## config.mk

```make
export PLATFORM = sky130hd
export DESIGN_NAME = sps_seq
export DESIGN_NICKNAME = d
export VERILOG_FILES = /design/src/hdl/sps_pkg.sv /design/src/hdl/sps_alu.sv /design/src/hdl/sps_seq.sv
export SDC_FILE = /design/constraint.sdc
export NUM_CORES = 1
export LEC_CHECK = 0
export BUFFER_PORTS_ARGS = -buffer_cell sky130_fd_sc_hd__clkbuf_2
export CAP_MARGIN = 30
export CORE_AREA = 2 2 630 632
export CTS_CLUSTER_DIAMETER = 100
export DETAILED_ROUTE_END_ITERATION = 6
export DIE_AREA = 0 0 632 634
export PLACE_DENSITY = 0.3
export REMOVE_ABC_BUFFERS = 1
export SKIP_LAST_GASP = 1
export SYNTH_ARGS = -nofsm -noshare
export SYNTH_HDL_FRONTEND = slang
export SYNTH_SLANG_ARGS = --single-unit
```

## constraint.sdc

```tcl
create_clock -name i_clk -period 17.6 [get_ports i_clk]
set_input_delay 2.64 -clock i_clk [delete_from_list [all_inputs] [get_ports i_clk]]
set_output_delay 2.64 -clock i_clk [all_outputs]
set_load 0.05 [all_outputs]
```

## src/hdl/sps_pkg.sv

```systemverilog
// ----------------------------------------------------------------------------
// Segmented particle store package
// Types, register indexes, status and function codes shared by the store.
// ----------------------------------------------------------------------------
package sps_pkg;

    localparam int WORD_W    = 64;
    localparam int NUM_REGS  = 4;
    localparam int BOUND_MAX = 2047;

    typedef logic [10:0]                t_bound;
    typedef t_bound [NUM_REGS-1:0]      t_cfg;
    typedef logic [1:0]                 t_status;

    // Configuration register indexes.
    localparam logic [1:0] REG_SEG1 = 2'd0;
    localparam logic [1:0] REG_SEG2 = 2'd1;
    localparam logic [1:0] REG_SEG3 = 2'd2;
    localparam logic [1:0] REG_END  = 2'd3;

    localparam t_cfg CFG_RESET = {11'd1024, 11'd768, 11'd512, 11'd256};

    // Result status codes.
    localparam t_status STAT_DONE = 2'd0;
    localparam t_status STAT_FULL = 2'd1;
    localparam t_status STAT_BAD  = 2'd2;

    // Item function codes.
    localparam logic FUNC_ADD = 1'b0;
    localparam logic FUNC_CUT = 1'b1;

    // Subtrahends that make the shared subtractor count up or down by one.
    localparam logic [11:0] ALU_B_INC = 12'hFFF;
    localparam logic [11:0] ALU_B_DEC = 12'h001;

    typedef struct packed {
        logic [11:0] a;
        logic [11:0] b;
    } t_alu_req;

    typedef struct packed {
        t_bound res;
        logic   lt;
    } t_alu_rsp;

    typedef struct packed {
        t_status status;
        t_bound  fill_end;
    } t_result;

endpackage

```

## src/hdl/sps_alu.sv

```systemverilog
// ----------------------------------------------------------------------------
// Shared subtractor
// Gives a - b and the borrow, used for every bound check and pointer step.
// ----------------------------------------------------------------------------
module sps_alu (
    input  sps_pkg::t_alu_req i_req,
    output sps_pkg::t_alu_rsp o_rsp
);

    import sps_pkg::*;

    logic [12:0] diff;

    assign diff      = {1'b0, i_req.a} - {1'b0, i_req.b};
    assign o_rsp.lt  = diff[12];
    assign o_rsp.res = diff[10:0];

endmodule

```

## src/hdl/sps_seq.sv

```systemverilog
// ----------------------------------------------------------------------------
// Store sequencer
// Fill pointers and the step control that drives the subtractor and the RAM.
// ----------------------------------------------------------------------------
module sps_seq #(
    parameter int NUM_SPECIES = 4,
    parameter int DIMS        = 3,
    parameter int CAPACITY    = 1024
) (
    input  logic                        i_clk,
    input  logic                        i_rst_n,
    input  sps_pkg::t_cfg               i_cfg,
    input  logic                        i_rewind,
    input  logic                        i_in_valid,
    output logic                        o_in_stall,
    input  logic                        i_func,
    input  logic [1:0]                  i_species,
    input  logic [9:0]                  i_index,
    input  logic [128*DIMS-1:0]         i_rec,
    output logic                        o_done,
    output sps_pkg::t_result            o_res,
    output logic [128*DIMS-1:0]         o_rec,
    input  logic                        i_take,
    output logic                        o_ram_we,
    output logic [$clog2(CAPACITY)-1:0] o_ram_waddr,
    output logic [128*DIMS-1:0]         o_ram_wdata,
    output logic [$clog2(CAPACITY)-1:0] o_ram_raddr,
    input  logic [128*DIMS-1:0]         i_ram_rdata
);

    import sps_pkg::*;

    localparam int AW         = $clog2(CAPACITY);
    localparam int RW         = 2 * WORD_W * DIMS;
    localparam int SW         = (NUM_SPECIES > 1) ? $clog2(NUM_SPECIES) : 1;
    localparam int CAP_CLIP_I = (CAPACITY > BOUND_MAX) ? BOUND_MAX : CAPACITY;
    localparam t_bound CAP_CLIP = t_bound'(CAP_CLIP_I);

    localparam logic [2:0] ST_IDLE = 3'd0;
    localparam logic [2:0] ST_CHK1 = 3'd1;
    localparam logic [2:0] ST_CHK2 = 3'd2;
    localparam logic [2:0] ST_STEP = 3'd3;
    localparam logic [2:0] ST_RDL  = 3'd4;
    localparam logic [2:0] ST_WR   = 3'd5;
    localparam logic [2:0] ST_DONE = 3'd6;

    function automatic t_bound clamp(t_bound v);
        return (v > CAP_CLIP) ? CAP_CLIP : v;
    endfunction

    function automatic t_bound seg_first(t_cfg cfg, logic [1:0] s);
        t_bound v;
        v = '0;
        if (s != 2'd0) begin
            v = clamp(cfg[s - 2'd1]);
        end
        return v;
    endfunction

    function automatic t_bound seg_end(t_cfg cfg, logic [1:0] s);
        t_bound v;
        if ((32'(s) + 1 < NUM_SPECIES) && (s != REG_END)) begin
            v = clamp(cfg[s]);
        end else begin
            v = clamp(cfg[REG_END]);
        end
        return v;
    endfunction

    logic [2:0]    r_state;
    logic [2:0]    n_state;
    t_bound        r_fill [NUM_SPECIES];
    logic          r_func;
    logic [1:0]    r_spc;
    logic [9:0]    r_slot;
    logic [RW-1:0] r_rec;
    logic [RW-1:0] r_out_rec;
    t_bound        r_f;
    t_status       r_status;

    t_alu_req alu_req;
    t_alu_rsp alu_rsp;
    logic     accept;
    logic     spc_ok;
    t_bound   first_sel;
    t_bound   end_sel;

    sps_alu u_alu (
        .i_req (alu_req),
        .o_rsp (alu_rsp)
    );

    assign accept     = i_in_valid && !o_in_stall;
    assign o_in_stall = (r_state != ST_IDLE) || i_rewind;
    assign spc_ok     = 32'(i_species) < NUM_SPECIES;
    assign first_sel  = seg_first(i_cfg, r_spc);
    assign end_sel    = seg_end(i_cfg, r_spc);

    always_comb begin
        alu_req.a = {1'b0, r_f};
        alu_req.b = '0;
        case (r_state)
            ST_CHK1: begin
                alu_req.a = (r_func == FUNC_CUT) ? {2'b00, r_slot} : {1'b0, r_f};
                alu_req.b = {1'b0, (r_func == FUNC_CUT) ? first_sel : end_sel};
            end
            ST_CHK2: begin
                alu_req.a = {2'b00, r_slot};
                alu_req.b = {1'b0, r_f};
            end
            ST_STEP: begin
                alu_req.b = (r_func == FUNC_CUT) ? ALU_B_DEC : ALU_B_INC;
            end
            default: begin
            end
        endcase
    end

    always_comb begin
        n_state = r_state;
        unique case (r_state)
            ST_IDLE: begin
                if (accept) begin
                    n_state = spc_ok ? ST_CHK1 : ST_DONE;
                end
            end
            ST_CHK1: begin
                if (r_func == FUNC_CUT) begin
                    n_state = alu_rsp.lt ? ST_DONE : ST_CHK2;
                end else begin
                    n_state = alu_rsp.lt ? ST_STEP : ST_DONE;
                end
            end
            ST_CHK2: n_state = alu_rsp.lt ? ST_STEP : ST_DONE;
            ST_STEP: n_state = (r_func == FUNC_CUT) ? ST_RDL : ST_DONE;
            ST_RDL:  n_state = ST_WR;
            ST_WR:   n_state = ST_DONE;
            ST_DONE: begin
                if (i_take) begin
                    n_state = ST_IDLE;
                end
            end
            default: n_state = ST_IDLE;
        endcase
    end

    always_ff @(posedge i_clk) begin
        if (!i_rst_n) begin
            r_state <= ST_IDLE;
            for (int s = 0; s < NUM_SPECIES; s++) begin
                r_fill[s] <= seg_first(CFG_RESET, 2'(s));
            end
        end else begin
            r_state <= n_state;
            unique case (r_state)
                ST_IDLE: begin
                    if (accept) begin
                        r_func    <= i_func;
                        r_spc     <= i_species;
                        r_slot    <= i_index;
                        r_rec     <= i_rec;
                        r_out_rec <= '0;
                        if (spc_ok) begin
                            r_f      <= r_fill[i_species[SW-1:0]];
                            r_status <= STAT_DONE;
                        end else begin
                            r_f      <= '0;
                            r_status <= (i_func == FUNC_CUT) ? STAT_BAD : STAT_FULL;
                        end
                    end
                end
                ST_CHK1: begin
                    if (r_func == FUNC_CUT && alu_rsp.lt) begin
                        r_status <= STAT_BAD;
                    end else if (r_func == FUNC_ADD && !alu_rsp.lt) begin
                        r_status <= STAT_FULL;
                    end
                end
                ST_CHK2: begin
                    if (!alu_rsp.lt) begin
                        r_status <= STAT_BAD;
                    end
                end
                ST_STEP: begin
                    // Add counts the fill up; cut counts it down to the last slot.
                    r_f                   <= alu_rsp.res;
                    r_fill[r_spc[SW-1:0]] <= alu_rsp.res;
                end
                ST_RDL: begin
                    r_out_rec <= i_ram_rdata;
                end
                default: begin
                end
            endcase
            if (i_rewind) begin
                for (int s = 0; s < NUM_SPECIES; s++) begin
                    r_fill[s] <= seg_first(i_cfg, 2'(s));
                end
            end
        end
    end

    // An add writes the new record at the fill end; a cut writes the last
    // record, just read back, into the freed slot.
    assign o_ram_we    = (r_state == ST_STEP && r_func == FUNC_ADD) || (r_state == ST_WR);
    assign o_ram_waddr = (r_state == ST_STEP) ? AW'(r_f) : AW'(r_slot);
    assign o_ram_wdata = (r_state == ST_STEP) ? r_rec : i_ram_rdata;
    assign o_ram_raddr = (r_state == ST_RDL) ? AW'(r_f) : AW'(r_slot);

    assign o_done         = (r_state == ST_DONE);
    assign o_res.status   = r_status;
    assign o_res.fill_end = r_f;
    assign o_rec          = r_out_rec;

`ifndef SYNTH
    a_cut_in_range: assert property (@(posedge i_clk) disable iff (!i_rst_n)
        (r_state == ST_STEP && r_func == FUNC_CUT) |-> ({1'b0, r_slot} < r_f))
        else $error("cut step entered with slot outside the filled range");

    a_flag_no_record: assert property (@(posedge i_clk) disable iff (!i_rst_n)
        (r_state == ST_DONE && r_status != STAT_DONE) |-> (r_out_rec == '0))
        else $error("flagged result carries a record");

    // The fill pointers follow new segment bounds through the registered
    // rewind strobe, so the check rests while the rewind is pending.
    for (genvar g = 0; g < NUM_SPECIES; g++) begin : g_fill_chk
        a_fill_floor: assert property (@(posedge i_clk) disable iff (!i_rst_n)
            !i_rewind |-> (r_fill[g] >= seg_first(i_cfg, 2'(g))))
            else $error("fill pointer fell below its segment start");
    end
`endif

endmodule

```

==> results of run 1 <==
[synthesized netlist by cell type (4+ instances only)]
master / n
nand2_1: 1228
edfxtp_1: 838
and3_1: 389
clkbuf_1: 145
o21ai_0: 54
buf_2: 52
a21oi_1: 40
mux4_2: 30
nor2_1: 28
inv_1: 19
ha_1: 17
mux2_2: 17
nand2b_1: 12
nor2b_1: 12
nand3_1: 8
a221oi_1: 7
o22ai_1: 7
a22o_1: 6
nor3_1: 6
nor4_1: 6
and2_1: 5
o211ai_1: 5
o21a_1: 5
a21o_1: 4
xor2_1: 4
[per-layer routing]
metal | wire, µm | up-vias | global-route usage, %
met5 | 161 | - | 0
met4 | 11080 | 22 | 4.728
met3 | 26590 | 347 | 5.136
met2 | 147800 | 1486 | 24.85
met1 | 124100 | 16040 | 17.46
li1 | - | 13800 | -
[worst max-delay path, cell delays in order (launching register included)]
cell,delay (ns)
dfxtp_1,0.76
nor2b_1,0.21
buf_4,0.23
and2_4,0.52
buf_4,0.61
buf_4,0.76
nand2_1,0.18
nand2_1,0.38
clkbuf_2,0.36
[kinds of logic after synthesis]
group	Yosys count
and+or+nand+nor	1709
DFF	841
buffers and inverters	218
AOI/OAI and AO/OA	149
muxes	50
adders and majority gates	18
xor gates and xnor gates	6
[sequential cells by signal (all words and copies together), names as in the netlist, 2 cells and up]
register,flops
o_rec,384
r_rec,384
r_fill,44
r_f,11
r_slot,10
r_state,3
r_spc,2
r_status,2
[worst max-delay path by stage]
stage,from,endpoint,slack [ns],depth (start not counted)
final,r_state[1],o_ram_wdata[242],9.79,8
after global routing,r_state[1],o_ram_wdata[242],9.44,8
after CTS,r_state[1],o_ram_wdata[242],9.51,8
after detailed placement,i_rst_n,r_rec[331],10.44,6
after global placement,i_cfg[32],r_status[0],10.40,15
after floorplan,r_state[2],o_ram_waddr[1],0.27,3
[power breakdown]
part | switching [mW] | internal, mW
clock | 1.08 | 1.49
sequential | 0.128 | 2.51
combinational | 2.44 | 0.570
[layout make-up]
class / instances / area (µm²) / share of cell area, %
Inverter: 19 / 71.32 / 0.1311
Timing Repair Buffer: 1684 / 8701 / 15.99
Clock buffer: 148 / 3213 / 5.905
Clock inverter: 77 / 817.0 / 1.502
Tap cell: 5242 / 6559 / 12.05
Antenna cell: 47 / 117.6 / 0.2162
Multi-Input combinational cell: 1932 / 9702 / 17.83
Sequential cell: 841 / 25230 / 46.37
[stage by stage]
stage / std cells / area (µm²) / setup slack, ns / utilization, %
floorplan: 2792 / 34960 / 0.2738 / -
global placement: 9710 / 50080 / 10.40 / 12.70
detailed placement: 9717 / 50240 / 10.44 / 12.74
CTS: 9942 / 54270 / 9.511 / 13.77
global route: 9967 / 54350 / 9.438 / 13.79
finish: 9990 / 54410 / 9.788 / 13.80
[cell usage in the layout (no fill, tap or decap), drive strengths merged, types with 3 or more instances in the layout]
cell         n
diode       47
a22o         6
o211ai       5
a21o         4
mux2i        3
nor2b       12
and3       389
nand2     1228
mux2        17
nand3        8
o21ai       54
o21a         6
dfxtp        3
inv         31
clkinv      41
nor4         7
mux4        30
a21oi       40
and2         5
clkbuf    1781
bufinv      13
xor2         4
ha          17
buf         51
nor3         6
nor2        29
o22ai        7
a211oi       3
nand2b      12
a32o         3
edfxtp     838
a221oi       7
nand3b       3
clkinvlp    11
==> metrics.yaml, run 1 <==
status:
  status: "finished, final reports clean"
synthesis:
  synth_area_per_cell_um2: 11.96
  synthMuxAreaShare_pct: 2.507
  synth_xor_area_share_pct: 0.1469
  synth_edf_count: 838
  synth.distinct_cells: 58
  async_flop_share_pct: 0
  syn_inst: 2991
  synth.area.top_cells: "edfxtp_1 70%, nand2_1 13%, and3_1 6.8%"
  synth.top_cell.area_share_pct: 70.33
  synth_top_family_by_area: "simple AND/OR/NAND/NOR gates"
  syn-cell-area_mm2: 0.03578
  ys_warn_count: 0
  ys_ff_latch: 841
  synthAdderAreaFrac_pct: 0.6504
  ys_seq_area_share_pct: 70.50
  synth-simple-area-share_pct: 21.14
  yosys.area.top_type: "edfxtp_1"
  synth_compound_area_share_pct: 2.584
  synth_flop_cell: "edfxtp_1"
worst_hold_path:
  hold_end: "r_f[6]"
  hold_start: "r_fill[3][6]"
  holdPathStages: 3
  hp-class: "reg2reg"
placement:
  gp_congestion: 0.9007
  place_hpwl_mm: 259.2
  portBuffers: 1633
setup_path:
  critPathCaptureType: "primary output"
  r2r_end: "r_status[0]"
  crit_type: "reg2out"
  crit_path_start_kind: "flop"
  r2r_start: "r_spc[1]"
  arrival_ns: 5.17
  rr_worst_depth: 16
  crit_required_ns: 14.96
  r2r_slack_ns: 11.58
  critPathMaxFanout: 66
global_route:
  grt_pass1_vias: 32460
  grt_max_degree: 150
  grt_antenna_before_repair: 114
  grt_pass1_wl_mm: 380.9
  grt-ovfl-total: 0
  track_usage_pct: 14.76
power_and_ir_drop:
  cellLeakagePower_nw: 23.52
  power_mw: 8.224
  ir_drop_uv: 81.92
  powerDensity_mw_per_mm2: 151.2
cts:
  clock_sinks: 841
  cts_buffer_depth: 4
  cts_tree: "yes"
  clockRootBuffer: "clkbuf_16"
  ctsHoldBuffers: 0
  clk_latency_ns: 0.87
  htreeDepth: 3
  clk_pin_slew_ns: 0.06
  postCtsSetupBuffers: 0
  cts_inserted_buffers: 124
  post_cts_resized: 0
die:
  dieWidth_um: 632
  die_h_um: 634
  num_rows: 231
  initial_core_util_pct: 9.076
  core_mm2: 0.3942
  dieArea_mm2: 0.4007
  pin_count: 1634
route:
  routedWlPerCell_um: 31.00
  drtIter0Drc: 2365
  ant_nets: 0
  wirelength_mm: 309.7
  vias_per_cell: 3.173
  vias: 31700
  drc_errors: 0
  firstDrtPassIters: 6
job:
  maxCapViolations: 0
sta:
  fin_tns_setup_ns: 0
  finalHoldViolCount: 0
  maxSlewViolCount: 0
  holdWs_ns: 0.6842
  finClkSkew_ns: 0.06827
  worst_pin_slew_ns: 1.061
  finalSetupViolCount: 0
  fin_crit_sh_pct: 44.38
  max_freq_mhz: 128.0
  rsz0062_at_grt: "no"
  fin_crit_ns: 7.812
  maxSlewHeadroom_pct: 29.27
cells_and_area:
  fill_cells: 44910
  drive_gt1_share_pct: 41.10
  area_growth_pct: 52.06
  fin_nets: 5450
Note: power is estimated with default switching activity, not from simulation.
==> run 2: changes to the inputs <==
clock period = 8 ns   (was 17.6 ns; I/O delays follow)
==> run 2 against run 1 <==
  * Worst setup slack got worse by 8.0 ns
  * Via count decreased by 0.87%
  * Design area increased by 0.46%
  * Final cell count about the same
  * Clock skew decreased by 0.025 ns
  * Global-route usage increased by 0.072 points
  * Count of clock-buffer cells in the layout increased by 22
  * First-iteration DRC count decreased by 7.7%
  * Combinational power increased by 120%
  * Largest power group unchanged
  * Highest routed layer unchanged
==> metrics.yaml, run 2 (synthesis results as in run 1) <==
status:
  status: "finished, final reports clean"
sta:
  rsz0062_at_grt: "no"
  finalSetupViolCount: 0
  max_freq_mhz: 159.7
  finalHoldViolCount: 0
  worst_pin_slew_ns: 1.019
  finClkSkew_ns: 0.04309
  maxSlewViolCount: 0
  fin_crit_ns: 6.260
  fin_crit_sh_pct: 78.25
  maxSlewHeadroom_pct: 32.09
cts:
  clockRootBuffer: "clkbuf_16"
  postCtsSetupBuffers: 0
  clock_sinks: 841
  ctsHoldBuffers: 0
  clk_pin_slew_ns: 0.06
  cts_tree: "yes"
  clk_latency_ns: 0.83
  cts_inserted_buffers: 139
  htreeDepth: 4
  cts_buffer_depth: 4
  post_cts_resized: 0
power_and_ir_drop:
  p_clk_share_pct: 32.5
  p_sw_mw: 8.187
  power_mw: 18.43
  power_switching_share_pct: 44.41
  power_frac_seq_pct: 31.7
  cellLeakagePower_nw: 23.64
  powerDensity_mw_per_mm2: 337.3
  ir_drop_uv: 189.7
  comb_power_share_pct: 35.8
  cell_internal_pwr_mw: 10.25
global_route:
  grt_max_degree: 141
  grt-ovfl-total: 0
  use_met2_pct: 25.53
  grt_antenna_before_repair: 100
  grt_pass1_vias: 32240
  track_usage_pct: 14.83
  busiest_layer: "met2"
  grt_util_met1_pct: 16.71
  grt_pass1_wl_mm: 382.4
  grt_util_met3_pct: 5.990
route:
  drc_errors: 0
  vias: 31430
  drtIter0Drc: 2182
  firstDrtPassIters: 7
  routedWlPerCell_um: 31.18
  ant_nets: 0
  wirelength_mm: 311.4
  vias_per_cell: 3.147
die:
  dieWidth_um: 632
  num_rows: 231
  initial_core_util_pct: 9.076
  pin_count: 1634
  die_h_um: 634
  core_mm2: 0.3942
  dieArea_mm2: 0.4007
setup_path:
  crit_path_start_kind: "flop"
  critPathMaxFanout: 15
  rr_worst_depth: 16
  crit_required_ns: 8.47
  crit_type: "reg2reg"
  r2r_end: "r_status[0]"
  r2r_start: "r_spc[1]"
  critPathCaptureType: "flop"
  startpoint: "r_spc[1]"
  arrival_ns: 6.73
  r2r_slack_ns: 1.74
cells_and_area:
  area_growth_pct: 52.75
  stdcell_area_mm2: 0.05466
  fill_cells: 44910
  layout_common_cells: "1633 x clkbuf_2, 1227 x nand2_1, 838 x edfxtp_1"
  fin_nets: 5459
  drive_gt1_share_pct: 40.85
  layout_commonest_cell: "clkbuf_2"
  final_util_pct: 13.86
placement:
  portBuffers: 1633
  place_area_mm2: 0.05027
  gp_congestion: 0.8772
  place_hpwl_mm: 255.1
job:
  maxCapViolations: 0
worst_hold_path:
  holdPathStages: 1
  hold_end: "r_rec[246]"
  hp-class: "in2reg"
  hold_start: "i_rec[246]"
run 2: cell count changes in the layout (fill, tap and decap cells not counted), sizes merged:
cell	before	now
clkbuf	1781	1803
diode	47	35
clkinv	41	49
clkinvlp	11	3
buf	51	45
bufinv	13	7
inv	31	30
run 2: per-stage QoR:
stage / setup slack [ns] / hold slack, ns / instances / TNS [ns]
finish: 1.740 / 0.5459 / 9987 / 0
floorplan: -9.147 / 0.7053 / 2792 / -8640.20
global route: 1.406 / 0.4623 / 9968 / 0
detailed placement: 1.703 / 0.7324 / 9710 / 0
CTS: 1.655 / 0.4103 / 9950 / 0
global placement: 1.701 / 0.7218 / 9706 / 0
run 2: worst max-delay path by stage:
stage,endpoint,depth (start not counted),slack [ns]
floorplan,o_rec[0],2,-9.15
global placement,r_status[0],16,1.70
detailed placement,r_status[0],16,1.70
CTS,r_status[0],16,1.65
global route,r_status[0],16,1.41
finish,r_status[0],16,1.74
run 2: critical path, cell delays in order, from the launching register on:
cell and delay, ns:
edfxtp_1 0.73, inv_1 0.17, ha_1 0.78, mux4_2 0.65, nor4_2 0.71, a221oi_1 0.24, ha_1 0.51, o21ai_0 0.13
o21bai_1 0.47, o22ai_1 0.24, o21a_1 0.28, a21o_1 0.19, ha_1 0.31, nand2b_1 0.07, a21oi_1 0.16, nand2_1 0.08
a21oi_1 0.20
run 2: per-layer routing:
metal | routed length, µm | vias to the layer above
li1 | - | 13810
met1 | 118500 | 15820
met2 | 153300 | 1429
met3 | 30350 | 344
met4 | 9013 | 18
met5 | 123 | -
run 2: area by class of cell:
| class | instances | area [µm²] | area share (%) |
|---|---|---|---|
| antenna | 35 | 87.58 | 0.1602 |
| sequential | 841 | 25230 | 46.16 |
| multi-input combinational | 1932 | 9702 | 17.75 |
| clock buffer | 170 | 3626 | 6.634 |
| timing repair buffer | 1678 | 8746 | 16.00 |
| tap | 5242 | 6559 | 12.00 |
| inverter | 19 | 71.32 | 0.1305 |
| clock inverter | 70 | 636.9 | 1.165 |
run 2: power by group through the flow:
stage	clock network (mW)	logic, mW	registers, mW
after floorplan	0	2.97	6.98
after global placement	0	6.79	5.95
after detailed placement	0	6.78	5.95
after CTS	6.30	6.81	5.87
after global routing	6.40	7.03	5.90
final	5.99	6.60	5.85
==> run 3: changes to the inputs <==
ABC_AREA = 1   (was not set)
CORE_AREA = 2 2 627 629   (was 2 2 630 632)
DIE_AREA = 0 0 629 631   (was 0 0 632 634)
clock period = 6.3 ns   (was 8 ns; I/O delays follow)
==> run 3 against run 2 <==
  * Clock power up 32%
  * Worst setup slack worse by 0.34 ns
  * Die area down 0.95%
  * Synthesized cell count up 7.7%
  * Clock skew up 0.037 ns
  * Design area about the same
  * Register-to-register slack worse by 0.30 ns
  * First-iteration DRC count up 12%
  * Area after synthesis down 0.79%
  * Non-clock buffer count up 30
  * Global-route usage up 0.52 points
  * Power up 43%
  * Largest cell class unchanged
  * Largest power group unchanged
  * Highest routed layer unchanged
==> metrics.yaml, run 3 <==
placement:
  portBuffers: 1633
  gp_congestion: 0.9563
  place_hpwl_mm: 268.8
  place_area_mm2: 0.05017
  place_worst_setup_slack_ns: 1.325
sta:
  finalHoldViolCount: 0
  maxSlewHeadroom_pct: 12.29
  finalSetupViolCount: 0
  fin_crit_ns: 4.899
  fin_ws_ns: 1.401
  max_freq_mhz: 204.1
  fin_tns_setup_ns: 0
  fin_crit_sh_pct: 77.76
  maxSlewViolCount: 0
  rsz0062_at_grt: "no"
  worst_pin_slew_ns: 1.302
  finClkSkew_ns: 0.07981
setup_path:
  rr_worst_depth: 28
  r2r_start: "r_spc[0]"
  startpoint: "r_state[2]"
  critPathMaxFanout: 79
  r2r_end: "r_state[2]"
  crit_type: "reg2out"
  critPathCaptureType: "primary output"
  critical_path.endpoint: "o_ram_wdata[367]"
  r2r_slack_ns: 1.44
  crit_required_ns: 5.35
  crit_path_start_kind: "flop"
  arrival_ns: 3.95
synthesis:
  synth_area_per_cell_um2: 11.02
  synth_flop_cell: "edfxtp_1"
  synthMuxAreaShare_pct: 0
  ys_ff_latch: 841
  synth.distinct_cells: 40
  yosys-top-cells-count: "838 x edfxtp_1, 621 x nand2_1, 485 x o21ai_0"
  syn_inst: 3220
  synth_compound_area_share_pct: 8.124
  synth.area.top_cells: "edfxtp_1 71%, o21ai_0 6.8%, nand2_1 6.6%"
  yosys.area.top_type: "edfxtp_1"
  syn-cell-area_mm2: 0.03550
  ys_seq_area_share_pct: 71.06
  async_flop_share_pct: 0
  synthAdderAreaFrac_pct: 0.6556
  synth_xor_area_share_pct: 0.2221
  synth_edf_count: 838
  synth_top_family_by_area: "simple AND/OR/NAND/NOR gates"
  synth.top_cell.area_share_pct: 70.89
  synth.most_common_cell: "edfxtp_1"
  ys_warn_count: 0
  synth-simple-area-share_pct: 12.83
global_route:
  grt_max_degree: 116
  grt_pass1_wl_mm: 391.0
  grt-ovfl-total: 0
  grt_pass1_vias: 32900
  track_usage_pct: 15.35
  grt_antenna_before_repair: 143
route:
  drc_errors: 0
  ant_nets: 0
  vias_per_cell: 3.150
  firstDrtPassIters: 5
  drtIter0Drc: 2443
  routedWlPerCell_um: 31.08
  wirelength_mm: 317.9
  vias: 32220
die:
  pin_count: 1634
  core_mm2: 0.3908
  die_h_um: 631
  dieWidth_um: 629
  dieArea_mm2: 0.3969
  num_rows: 230
  initial_core_util_pct: 9.083
job:
  maxCapViolations: 0
power_and_ir_drop:
  ir_drop_uv: 272.3
  cellLeakagePower_nw: 22.58
  power_mw: 26.31
  powerDensity_mw_per_mm2: 481.4
cts:
  postCtsSetupBuffers: 0
  htreeDepth: 4
  clk_pin_slew_ns: 0.06
  cts_inserted_buffers: 136
  cts_buffer_depth: 4
  clk_latency_ns: 0.87
  post_cts_resized: 0
  clock_sinks: 841
  cts_tree: "yes"
  clockRootBuffer: "clkbuf_16"
  ctsHoldBuffers: 0
cells_and_area:
  layout_common_cells: "1633 x clkbuf_2, 838 x edfxtp_1, 620 x nand2_1"
  fin_nets: 5747
  fill_cells: 45020
  layout_commonest_cell: "clkbuf_2"
  area_growth_pct: 53.95
  drive_gt1_share_pct: 38.44
  stdcell_area_mm2: 0.05465
  final_util_pct: 13.98
status:
  status: "finished, final reports clean"
worst_hold_path:
  hp-class: "in2reg"
run 3: cell count changes in the layout (fill, tap and decap cells not counted), moves of 12 or more:
cell,before,now
and3_1,389,0
buf_4,27,49
diode_2,35,10
inv_1,19,444
mux2_2,17,0
mux4_2,30,0
nand2_1,1227,620
nand2b_1,12,0
nand3_1,8,60
nor2_1,27,465
nor2b_1,12,0
o21ai_0,54,483
o21ai_1,0,12
run 3: metal layers:
metal	global-route usage (%)	share of wire (%)	routed length, µm
met1	17.79	39	125200
met4	3.406	2.8	8888
met5	0	0.032	101
met2	26.92	49	156200
met3	5.458	8.7	27550
run 3: logic make-up after synthesis:
logic type | count (synthesis)
AOI/OAI and AO/OA | 564
xor gates and xnor gates | 9
adders and majority gates | 18
DFF | 841
and+or+nand+nor | 1172
buffers and inverters | 616
run 3: cell type report:
type                       count  area (µm²)  area share, %
sequential                   841       25220          46.16
multi-input combinational   1763        7775          14.23
antenna                       10       25.02        0.04579
clock inverter                72       898.4          1.644
clock buffer                 165        3555          6.505
tap                         5220        6531          11.95
inverter                     449        1693          3.098
timing repair buffer        1708        8947          16.37
run 3: worst min-delay path by stage:
stage | start | endpoint | slack (ns) | depth (start not counted)
2_1_floorplan | r_state[1] | r_state[2] | 0.65 | 4
3_3_place_gp | r_fill[0][10] | r_f[10] | 0.69 | 4
3_5_place_dp | r_fill[0][10] | r_f[10] | 0.70 | 4
4_1_cts | i_rec[361] | r_rec[361] | 0.15 | 1
5_1_grt | i_rec[316] | r_rec[316] | 0.19 | 1
6_report | i_rec[272] | r_rec[272] | 0.25 | 1
run 3: worst max-delay path, stage by stage, from the launching register on:
cell	delay (ns)
dfxtp_1	0.53
inv_2	0.11
nand3_4	0.18
inv_8	0.13
buf_4	0.46
o21ai_0	1.06
clkbuf_2	0.45
run 3: metrics by stage:
stage / hold slack [ns] / cells
floorplan: 0.6488 / 3053
detailed placement: 0.6965 / 9981
global route: 0.1863 / 10220
CTS: 0.1466 / 10220
finish: 0.2464 / 10230
global placement: 0.6881 / 9973
run 3: power breakdown:
group	switching, mW	internal (mW)	leakage [nW]
Combinational	8.46	1.55	12.5
Sequential	0.750	7.64	7.92
Clock	3.19	4.73	2.16
Total	12.4	13.9	22.6
